==> config.mk <==
export PLATFORM = sky130hd
export DESIGN_NAME = krt_ctrl
export DESIGN_NICKNAME = d
export VERILOG_FILES = /design/src/rtl/krt_pkg.sv /design/src/rtl/krt_ctrl.sv
export SDC_FILE = /design/constraint.sdc
export NUM_CORES = 1
export LEC_CHECK = 0
export ABC_AREA = 1
export ABC_CLOCK_PERIOD_IN_PS = 1120
export BUFFER_PORTS_ARGS = -buffer_cell sky130_fd_sc_hd__buf_2
export CORE_AREA = 5 5 42 44
export CTS_BUF_LIST = sky130_fd_sc_hd__clkbuf_8 sky130_fd_sc_hd__clkbuf_16
export DETAILED_ROUTE_END_ITERATION = 16
export DIE_AREA = 0 0 47 49
export PLACE_DENSITY = 0.69
export SYNTH_ARGS = -nofsm -noshare
export SYNTH_HDL_FRONTEND = slang
export SYNTH_SLANG_ARGS = --single-unit
==> constraint.sdc <==
create_clock -name clk -period 1.12 [get_ports clk]
set_input_delay 0.112 -clock clk [delete_from_list [all_inputs] [get_ports clk]]
set_output_delay 0.112 -clock clk [all_outputs]
set_load 0.05 [all_outputs]
==> src/rtl/krt_pkg.sv <==
`timescale 1ns / 1ps
package krt_pkg;

  localparam int TABLE_DEPTH = 64;
  localparam int COORD_BITS  = 16;
  localparam int IDX_W       = $clog2(TABLE_DEPTH);
  localparam int CNT_W       = $clog2(TABLE_DEPTH + 1);
  localparam int NUM_CRD     = 6;

  typedef enum logic [2:0] {
    OP_ADD    = 3'd0,
    OP_DELETE = 3'd1,
    OP_MODIFY = 3'd2,
    OP_LOOKUP = 3'd3,
    OP_CLEAR  = 3'd4
  } op_t;

  localparam logic [1:0] ST_DONE = 2'd0;
  localparam logic [1:0] ST_FULL = 2'd1;
  localparam logic [1:0] ST_MISS = 2'd2;

  typedef logic signed [COORD_BITS-1:0] crd_t;

  typedef struct packed {
    logic [15:0]              key;
    logic [1:0]               kind;
    crd_t [NUM_CRD-1:0]       coord;
  } rec_t;

  typedef struct packed {
    logic [2:0]         operation;
    logic [1:0]         kind;
    logic [15:0]        key;
    logic signed [15:0] coord_a;
    logic signed [15:0] coord_b;
    logic signed [15:0] coord_c;
    logic signed [15:0] coord_d;
    logic signed [15:0] coord_e;
    logic signed [15:0] coord_f;
  } in_word_t;

  typedef struct packed {
    logic [1:0]         status;
    logic [15:0]        result_key;
    logic [1:0]         found_kind;
    logic signed [15:0] out_a;
    logic signed [15:0] out_b;
    logic signed [15:0] out_c;
    logic signed [15:0] out_d;
    logic signed [15:0] out_e;
    logic signed [15:0] out_f;
    logic [6:0]         entries_used;
  } out_word_t;

  typedef enum logic [2:0] {
    RES_DONE,
    RES_FULL,
    RES_MISS,
    RES_ADD,
    RES_HIT,
    RES_LOOK
  } res_sel_t;

  typedef struct packed {
    logic     latch;
    logic     scan_start;
    logic     scan_step;
    logic     add;
    logic     mod_write;
    logic     shift_write;
    logic     dec_used;
    logic     clear;
    logic     res_load;
    res_sel_t res_sel;
    logic     load_out;
  } cmd_t;

  typedef struct packed {
    logic [2:0] op;
    logic       full;
    logic       empty;
    logic       hit;
    logic       last;
    logic       out_free;
  } sts_t;

  function automatic crd_t to_crd(input logic signed [15:0] v);
    return COORD_BITS'(v);
  endfunction

  function automatic logic signed [15:0] from_crd(input crd_t c);
    return 16'(c);
  endfunction

endpackage

==> src/rtl/krt_ctrl.sv <==
`timescale 1ns / 1ps
module krt_ctrl (
  input  logic          clk,
  input  logic          rst_n,
  input  logic          in_valid,
  output logic          in_ready,
  input  krt_pkg::sts_t sts,
  output krt_pkg::cmd_t cmd
);
  import krt_pkg::*;

  typedef enum logic [2:0] {
    S_IDLE,
    S_DISP,
    S_SCAN,
    S_SHIFT,
    S_FIN
  } state_t;

  state_t state_r, state_nxt;

  assign in_ready = (state_r == S_IDLE);

  always_comb begin
    cmd       = '0;
    state_nxt = state_r;
    case (state_r)
      S_IDLE: begin
        if (in_valid) begin
          cmd.latch = 1'b1;
          state_nxt = S_DISP;
        end
      end
      S_DISP: begin
        case (sts.op)
          OP_ADD: begin
            cmd.res_load = 1'b1;
            if (sts.full) begin
              cmd.res_sel = RES_FULL;
            end else begin
              cmd.add     = 1'b1;
              cmd.res_sel = RES_ADD;
            end
            state_nxt = S_FIN;
          end
          OP_DELETE, OP_MODIFY, OP_LOOKUP: begin
            if (sts.empty) begin
              cmd.res_load = 1'b1;
              cmd.res_sel  = RES_MISS;
              state_nxt    = S_FIN;
            end else begin
              cmd.scan_start = 1'b1;
              state_nxt      = S_SCAN;
            end
          end
          OP_CLEAR: begin
            cmd.clear    = 1'b1;
            cmd.res_load = 1'b1;
            cmd.res_sel  = RES_DONE;
            state_nxt    = S_FIN;
          end
          default: begin
            cmd.res_load = 1'b1;
            cmd.res_sel  = RES_DONE;
            state_nxt    = S_FIN;
          end
        endcase
      end
      S_SCAN: begin
        cmd.scan_step = 1'b1;
        if (sts.hit) begin
          cmd.res_load = 1'b1;
          cmd.res_sel  = (sts.op == OP_LOOKUP) ? RES_LOOK : RES_HIT;
          state_nxt    = S_FIN;
          case (sts.op)
            OP_MODIFY: begin
              cmd.mod_write = 1'b1;
            end
            OP_DELETE: begin
              // hit on the tail entry needs no compaction
              if (sts.last) begin
                cmd.dec_used = 1'b1;
              end else begin
                state_nxt = S_SHIFT;
              end
            end
            default: begin
            end
          endcase
        end else if (sts.last) begin
          cmd.res_load = 1'b1;
          cmd.res_sel  = RES_MISS;
          state_nxt    = S_FIN;
        end
      end
      S_SHIFT: begin
        cmd.scan_step   = 1'b1;
        cmd.shift_write = 1'b1;
        if (sts.last) begin
          cmd.dec_used = 1'b1;
          state_nxt    = S_FIN;
        end
      end
      S_FIN: begin
        if (sts.out_free) begin
          cmd.load_out = 1'b1;
          state_nxt    = S_IDLE;
        end
      end
      default: begin
        state_nxt = S_IDLE;
      end
    endcase
  end

  always_ff @(posedge clk) begin
    if (!rst_n) begin
      state_r <= S_IDLE;
    end else begin
      state_r <= state_nxt;
    end
  end

endmodule

==> results.cfg, run 1 <==
[status]
status = finished with violations
violations = setup timing

[yosys]
synth-adder-area-share_pct = 0
synth-seq-area-share_pct = 15.38
synth_fp_nets = 84
synthMuxAreaShare_pct = 0
yosys_register_bits = 3
yosysMostFrequentCell = inv_1
yosysUniqueCellTypes = 17
synth_top_area_cell = dfxtp_1
yosysWarnings = 0
synth-simple-area-share_pct = 58.97
synth_compound_area_share_pct = 8.333
synth_top_flop_cell = dfxtp_1
syn_area_um2 = 390.4
synth_top_family_by_area = simple AND/OR/NAND/NOR gates
synthXorXnorAreaFrac_pct = 0
netlist_instances = 73
synth.top_cell.area_share_pct = 15.38
synth-edff-count = 0
synth_area_leaders = dfxtp_1 (15%), inv_1 (14%), nand2_1 (13%)
synth_common_cells = inv_1 (15), nand2_1 (14), nor2_1 (14)
synth-async-reset-ratio_pct = 0
postSynthAreaPerCell_um2 = 5.348

[clock_tree]
cts_buffer_depth = 2
cts.sinks = 3
cts_hold_buf = 0
h-tree-depth = 1
root_buffer = clkbuf_8
clk_pin_slew_worst_paths_ns = 0.03
clkLatencyLatePin_ns = 0.21
cts_buffers = 3
cts_tree = done

[worst_setup_path]
r2r_setup_slack_ns = -0.18
timing.critical_path.from = state_r[2]$_SDFFE_PN0P_
crit_type = flip-flop to primary output
worstPathArrival_ns = 1.29
critPathRequiredTime_ns = 1.01
cp-end-kind = primary output
r2r_start = state_r[1]$_SDFFE_PN0P_
rr_endpoint = state_r[0]$_SDFFE_PN0P_
worstSetupEndpoint = cmd[2]
worstPathMaxFanout = 5
cp-start-kind = flip-flop
r2r_cells = 9

[floorplan]
fp-row-count = 14
die_area_um2 = 2303
fp.dieW_um = 47
fp.dieH_um = 49
ioPinCount = 25
start_util_pct = 27.86
core_um2 = 1401

[placed_design]
numPortBuffers = 24
place_hpwl_mm = 1.125
place_area_um2 = 695.7
finalWeightedCongestion = 0.8657

[power_and_ir_drop]
power.ir.vdd_worst_uv = 1315
total_power_uw = 1202
leakage_uw = 0.0004821
power_density_nw_per_um2 = 1242

[sta]
layout_setup_ws_ns = -0.2783
rsz0062_at_grt = yes
clock.fmax_ghz = 0.7152
tightest_slew_ns = 0.2379
post-route-period-util_pct = 124.8
finalMaxSlewViolations = 0
relSlewSlack_pct = 84.08
fin_crit_ns = 1.398
hold_viol = 0
setup_viol = 17
skew_ns = 0.001362

[finish]
drive_above_1_share_pct = 63.11
nFillCells = 109
reg_top3 = state_r (3)
syn_to_final_growth_pct = 147.8
final_area_um2 = 967.2
largest-register = state_r
antenna_cells = 0
seqCellArea_um2 = 68.82
largest_reg_flops = 3
layout.nets = 134
multi_input_area_um2 = 366.6

[flow_run]
maxCapViolations = 0

[global_route]
grt_pass1_wl_mm = 2.408
overflow = 0
track_usage_pct = 13.98
grt_pass1_vias = 635
grt_max_degree = 7
antenna_found_initial = 0

[drt]
drtIter0Drc = 8
antenna_left = 0
wl_mm = 1.648
routedWlPerCell_um = 11.94
firstDrtPassIters = 4
num_vias = 652
vias_per_cell = 4.725
drc_errors = 0

[hold_path]
holdCritPathClass = input pin to flip-flop
worstHoldPathCells = 3
[layer usage]
layer / share of wire (%) / track usage, % / up-vias
met1: 36 / 13.10 / 298
met2: 56 / 25.57 / 22
li1: - / - / 328
met3: 6.3 / 2.214 / 4
met5: 0 / 0 / -
met4: 2.0 / 9.217 / 0
[layout by cell type (no fill, tap or decap), drive strengths merged]
cell / netlist / final
dfxtp: 3 / 3
nand4: 2 / 2
nand2: 15 / 15
a21oi: 1 / 1
nand3: 10 / 10
buf: 0 / 45
clkbuf: 0 / 3
nor3: 2 / 2
nor4: 2 / 2
o211ai: 1 / 1
inv: 18 / 17
o21ai: 4 / 4
nor2: 15 / 15
clkinvlp: 0 / 2
[cell type report]
class	count	share of cell area, %
Clock buffer	3	4.269
Clock inverter	1	0.3881
Inverter	18	8.538
Multi-Input combinational cell	52	37.90
Sequential cell	3	7.115
Tap cell	16	2.070
Timing Repair Buffer	45	39.72
[report_power, final]
group,internal [µW],switching (µW),total [µW]
logic,311,441,752
registers,128,20.1,148
clock network,233,68.2,301
[worst min path at each step]
stage	start	end	slack [ns]
after CTS	rst_n	state_r[2]$_SDFFE_PN0P_	0.10
final	rst_n	state_r[2]$_SDFFE_PN0P_	0.1
after global placement	rst_n	state_r[2]$_SDFFE_PN0P_	0.31
after global routing	rst_n	state_r[2]$_SDFFE_PN0P_	0.13
after detailed placement	rst_n	state_r[2]$_SDFFE_PN0P_	0.32
after floorplan	rst_n	state_r[2]$_SDFFE_PN0P_	0.21
[logic make-up (layout without fill, tap and decap cells)]
group / after synthesis / after routing
and+or+nand+nor: 46 / 46
DFF: 3 / 3
AOI/OAI and AO/OA: 6 / 6
buffers and inverters: 18 / 67
[timing repair]
| item | CTS | global route |
|---|---|---|
| pin swaps | 3 | 4 |
| buffers inserted | 3 | 5 |
| gates resized for setup | 36 | 13 |
| setup endpoints to repair | 17 | 17 |
[worst max-delay path: stages, from the launching register on]
cell and delay (ns):
dfxtp_2 0.33, nor3_4 0.26, nand2_2 0.09, o211ai_1 0.16, buf_4 0.22
[metrics by stage]
| step | hold WS (ns) | util [%] | std cells | setup slack (ns) | setup TNS (ns) |
|---|---|---|---|---|---|
| after global placement | 0.3123 | 49.64 | 126 | -0.1456 | -0.6869 |
| final | 0.09626 | 69.02 | 138 | -0.2783 | -3.528 |
| after CTS | 0.1007 | 62.32 | 133 | -0.2869 | -2.563 |
| after detailed placement | 0.3192 | 49.64 | 126 | -0.1772 | -0.9533 |
| after global routing | 0.1335 | 69.02 | 138 | -0.3843 | -4.846 |
| after floorplan | 0.2096 | - | 73 | -0.5165 | -2.564 |
Note: power is estimated with default switching activity, not from simulation.
==> run 2: changes to the inputs <==
--- a/config.mk
+++ b/config.mk
@@ -12,6 +12,8 @@
 export CTS_BUF_LIST = sky130_fd_sc_hd__clkbuf_8 sky130_fd_sc_hd__clkbuf_16
 export DETAILED_ROUTE_END_ITERATION = 16
 export DIE_AREA = 0 0 47 49
+export GPL_TIMING_DRIVEN = 0
+export MAX_ROUTING_LAYER = met4
 export PLACE_DENSITY = 0.69
 export SYNTH_ARGS = -nofsm -noshare
 export SYNTH_HDL_FRONTEND = slang
==> run 2 against run 1 <==
  * The run still ends with setup timing left
  * Clock power about the same
  * Worst hold slack improved by 0.0049 ns
  * Final area decreased by 9.8%
==> results.cfg, run 2 (synthesis gave the netlist of run 1 again) <==
[status]
status = finished with violations
violations = setup timing

[finish]
largest_reg_flops = 3
antenna_cells = 0
final_util_pct = 62.23
syn_to_final_growth_pct = 123.4
drive_above_1_share_pct = 58.18
largest-register = state_r
layout.nets = 122
layout_common_cells = inv_1 (12), nand2_1 (12), buf_6 (12)
reg_top3 = state_r (3)

[floorplan]
die_area_um2 = 2303
core_um2 = 1401
start_util_pct = 27.86
fp-row-count = 14
ioPinCount = 25
fp.dieH_um = 49
fp.dieW_um = 47

[sta]
hold_viol = 0
clock.fmax_ghz = 0.7063
fin_crit_ns = 1.416
relSlewSlack_pct = 84.52
rsz0062_at_grt = yes
tightest_slew_ns = 0.2314
finalMaxSlewViolations = 0
layout_setup_ws_ns = -0.2958
holdWs_ns = 0.1012
post-route-period-util_pct = 126.4
setup_viol = 16
skew_ns = 0.002542

[drt]
routedWlPerCell_um = 10.98
drtIter0Drc = 3
wl_mm = 1.383
antenna_left = 0
firstDrtPassIters = 4
vias_per_cell = 4.667
drc_errors = 0
num_vias = 588

[placed_design]
finalWeightedCongestion = 0.8125
place_hpwl_um = 960.9
numPortBuffers = 24

[worst_setup_path]
cp-end-kind = primary output
r2r_setup_slack_ns = -0.06
cp-start-kind = flip-flop
worstPathMaxFanout = 5
timing.critical_path.from = state_r[0]$_SDFFE_PN0P_
worstSetupEndpoint = cmd[2]
worstPathArrival_ns = 1.30
max_stage_delay_ns = 0.36
r2r_start = state_r[0]$_SDFFE_PN0P_
rr_endpoint = state_r[0]$_SDFFE_PN0P_
crit_slowest_cell = dfxtp_4
path_cells = inv_4 -> nor3_4 -> nand2_2 -> o211ai_1 -> buf_4
critPathRequiredTime_ns = 1.01
r2r_cells = 8
crit_type = flip-flop to primary output

[clock_tree]
cts_hold_buf = 0
clk_pin_slew_worst_paths_ns = 0.03
cts_buffer_depth = 2
cts.sinks = 3
clkLatencyLatePin_ns = 0.21
root_buffer = clkbuf_8
cts_buffers = 3
cts_tree = done
h-tree-depth = 1

[hold_path]
hold_start = rst_n
worstHoldPathCells = 3
holdCritPathClass = input pin to flip-flop

[global_route]
grt_pass1_wl_mm = 2.235
overflow = 0
grt_pass1_vias = 577
track_usage_pct = 13.08
grt_max_degree = 7
antenna_found_initial = 0

[power_and_ir_drop]
sw_frac_of_total_pct = 44.80
seqPwrFrac_pct = 13.8
clockPowerShare_pct = 27.1
p_switching_uw = 494.8
power_density_nw_per_um2 = 1267
total_power_uw = 1105
power.ir.vdd_worst_uv = 1291
combPwrFrac_pct = 59.1
leakage_uw = 0.0004213
intPower_uw = 609.8

[flow_run]
maxCapViolations = 0
## run 2: metal layers
metal  vias up  track usage (%)  routed length [µm]
li1        309                -                   -
met1       259            14.98                 526
met2        18            20.81                 760
met3         2            4.059                  77
met4         0            4.608                  18
met5         -                -                   0
## run 2: how the worst min path moves through the flow
stage,to,slack (ns)
after floorplan,state_r[2]$_SDFFE_PN0P_,0.21
after global placement,state_r[2]$_SDFFE_PN0P_,0.31
after detailed placement,state_r[2]$_SDFFE_PN0P_,0.32
final,state_r[2]$_SDFFE_PN0P_,0.10
after global routing,state_r[2]$_SDFFE_PN0P_,0.11
after CTS,state_r[2]$_SDFFE_PN0P_,0.10
## run 2: power groups by stage
stage	logic (µW)	clock network (µW)	registers, µW
3_5_place_dp	430	0	167
5_1_grt	695	327	155
6_report	653	299	153
3_3_place_gp	425	0	166
4_1_cts	594	305	152
2_1_floorplan	338	0	160
## run 2: worst max-delay path, delay by kind of cell, from the launching register on
family	cells	cell delay, ns
DFF	1	0.36
buffers and inverters	2	0.28
and+or+nand+nor	2	0.28
AOI/OAI and AO/OA	1	0.16
## run 2: timing repair
action                     in CTS  in global routing
pin swaps                       5                  5
buffers inserted                6                  3
setup endpoints to repair      15                 16
gates resized for setup        39                  8
## run 2: cell type report
type | instances | area [µm²]
multi-input cells | 52 | 365.4
inverters | 18 | 80.08
well taps | 16 | 20.02
flip-flops and latches | 3 | 71.32
fillers | 135 | 529.3
clock inverters | 1 | 3.754
repair buffers | 33 | 290.3
clock buffers | 3 | 41.29
## run 2: per-stage QoR
stage / cell area (µm²) / TNS [ns] / std cells / worst slack (ns)
after global routing: 872.1 / -3.708 / 126 / -0.3721
after floorplan: 457.9 / -2.564 / 73 / -0.5165
after global placement: 598.1 / -1.267 / 113 / -0.2353
final: 872.1 / -2.710 / 126 / -0.2958
after CTS: 812.0 / -2.638 / 123 / -0.3138
after detailed placement: 598.1 / -1.408 / 113 / -0.2457
==> run 3: changes to the inputs <==
--- a/config.mk
+++ b/config.mk
@@ -7,7 +7,7 @@
 export LEC_CHECK = 0
 export ABC_AREA = 1
 export ABC_CLOCK_PERIOD_IN_PS = 1120
-export BUFFER_PORTS_ARGS = -buffer_cell sky130_fd_sc_hd__buf_2
+export BUFFER_PORTS_ARGS = -buffer_cell sky130_fd_sc_hd__buf_4
 export CORE_AREA = 5 5 42 44
 export CTS_BUF_LIST = sky130_fd_sc_hd__clkbuf_8 sky130_fd_sc_hd__clkbuf_16
 export DETAILED_ROUTE_END_ITERATION = 16
==> constraint.sdc (replaced) <==
create_clock -name clk -period 1.12 [get_ports clk]
set_input_delay 0.112 -clock clk [delete_from_list [all_inputs] [get_ports clk]]
set_output_delay 0.112 -clock clk [all_outputs]
set_load 0.01 [all_outputs]
==> run 3 against run 2 <==
  * Final area fell by 3.3%
  * Sequential share of layout area barely moved
  * Largest power group unchanged
  * The flow still finishes with violations (setup timing)
  * Setup slack improved by 0.064 ns
  * Highest routed layer unchanged
==> results.cfg, run 3 (synthesis gave the netlist of run 1 again) <==
[clock_tree]
h-tree-depth = 1
clk_pin_slew_worst_paths_ns = 0.03
cts_buffer_depth = 2
cts_buffers = 3
clkLatencyLatePin_ns = 0.22
cts_tree = done
root_buffer = clkbuf_8
cts.sinks = 3

[sta]
tightest_slew_ns = 0.2288
finalMaxSlewViolations = 0
clock.fmax_ghz = 0.7400
hold_viol = 0
post-route-period-util_pct = 120.7
relSlewSlack_pct = 84.70
skew_ns = 0.002678
fin_crit_ns = 1.351
setup_viol = 17
rsz0062_at_grt = yes
layout_setup_ws_ns = -0.2314

[drt]
num_vias = 598
vias_per_cell = 4.565
drtIter0Drc = 9
drc_errors = 0
antenna_left = 0
firstDrtPassIters = 4
wl_mm = 1.422
routedWlPerCell_um = 10.85

[worst_setup_path]
path_delay_family = flip-flops
cp-start-kind = flip-flop
worstPathBufferInverterCount = 2
path_cells = inv_4 -> nor3_4 -> nand2_2 -> o211ai_1 -> buf_4
worstPathArrival_ns = 1.24
crit_slowest_cell = dfxtp_2
max_stage_delay_ns = 0.34
cp-end-kind = primary output
crit_type = flip-flop to primary output
worstPathMaxFanout = 5
critPathRequiredTime_ns = 1.01

[finish]
layout_common_cells = buf_4 (33), inv_1 (15), nor2_1 (12)
largest_reg_flops = 3
final_common_cell = buf_4
antenna_cells = 0
layout.nets = 127
syn_to_final_growth_pct = 116.0
reg_top3 = state_r (3)
drive_above_1_share_pct = 53.04
nFillCells = 138
largest-register = state_r

[floorplan]
fp.dieW_um = 47
ioPinCount = 25
core_um2 = 1401
fp-row-count = 14
fp.dieH_um = 49
die_area_um2 = 2303
start_util_pct = 27.86

[global_route]
grt_pass1_vias = 588
overflow = 0
grt.busiest_layer = met2
grt_max_degree = 7
grt_use_met1_pct = 14.76
grt_use_met2_pct = 23.76
grt_use_met3_pct = 1.476
antenna_found_initial = 0
track_usage_pct = 14.23
grt_pass1_wl_mm = 2.352

[status]
violations = setup timing
status = finished with violations

[placed_design]
dp_slack_ns = -0.1076
finalWeightedCongestion = 0.7757
numPortBuffers = 24
place_hpwl_um = 974.3

[power_and_ir_drop]
leakage_uw = 0.0004486
power_density_nw_per_um2 = 1145
total_power_uw = 966.0
power.ir.vdd_worst_uv = 770.9

[hold_path]
holdCritPathClass = input pin to flip-flop

[flow_run]
maxCapViolations = 0
run 3: through the flow:
stage | instance area [µm²] | util [%] | hold slack [ns] | cells | setup TNS [ns]
2_1_floorplan | 390.4 | - | 0.2096 | 73 | 0
3_3_place_gp | 590.6 | 42.14 | 0.3084 | 113 | -0.2709
3_5_place_dp | 590.6 | 42.14 | 0.3201 | 113 | -0.3512
4_1_cts | 768.2 | 54.82 | 0.08893 | 127 | -1.862
5_1_grt | 843.3 | 60.18 | 0.1151 | 131 | -3.363
6_report | 843.3 | 60.18 | 0.09109 | 131 | -2.187
run 3: report_power, final:
part	switching [µW]	internal, µW	total, µW
sequential	23.3	126	150
combinational	243	259	502
clock	80.1	234	314
run 3: area by class of cell:
class | count | area (µm²) | area share, %
inverters | 18 | 85.08 | 10.09
clock inverters | 1 | 3.754 | 0.4451
clock buffers | 3 | 41.29 | 4.896
well taps | 16 | 20.02 | 2.374
multi-input cells | 52 | 311.5 | 36.94
flip-flops and latches | 3 | 68.82 | 8.160
repair buffers | 38 | 312.8 | 37.09
run 3: worst register-to-register path, cell delays in order (launching register included):
cell and delay [ns]:
dfxtp_4 0.37, inv_4 0.05, nand3_2 0.10, inv_2 0.06, buf_4 0.13, buf_4 0.13, nand2_1 0.08, nand2_1 0.05
nor2_1 0.09, nor2_1 0.05
run 3: timing repair:
item / CTS / global route
gates resized for setup: 22 / 9
setup endpoints to repair: 15 / 16
endpoints found under the hold margin: 0 / 0
pin swaps: 8 / 10
hold buffers: 0 / 0
setup buffers: 10 / 5
run 3: path summary, 6_finish.rpt:
check	from	to	slack, ns	depth (start not counted)
worst min-delay path	rst_n	state_r[2]$_SDFFE_PN0P_	0.09	3
worst max register to register	state_r[2]$_SDFFE_PN0P_	state_r[1]$_SDFFE_PN0P_	-0.10	9
worst max-delay path	state_r[0]$_SDFFE_PN0P_	cmd[2]	-0.23	5
worst min register to register	state_r[2]$_SDFFE_PN0P_	state_r[0]$_SDFFE_PN0P_	0.78	5
run 3: per-layer routing:
layer	share of wire, %	vias to the layer above
met3	8.2	2
met4	2.0	0
li1	-	316
met1	38	259
met5	0	-
met2	52	21
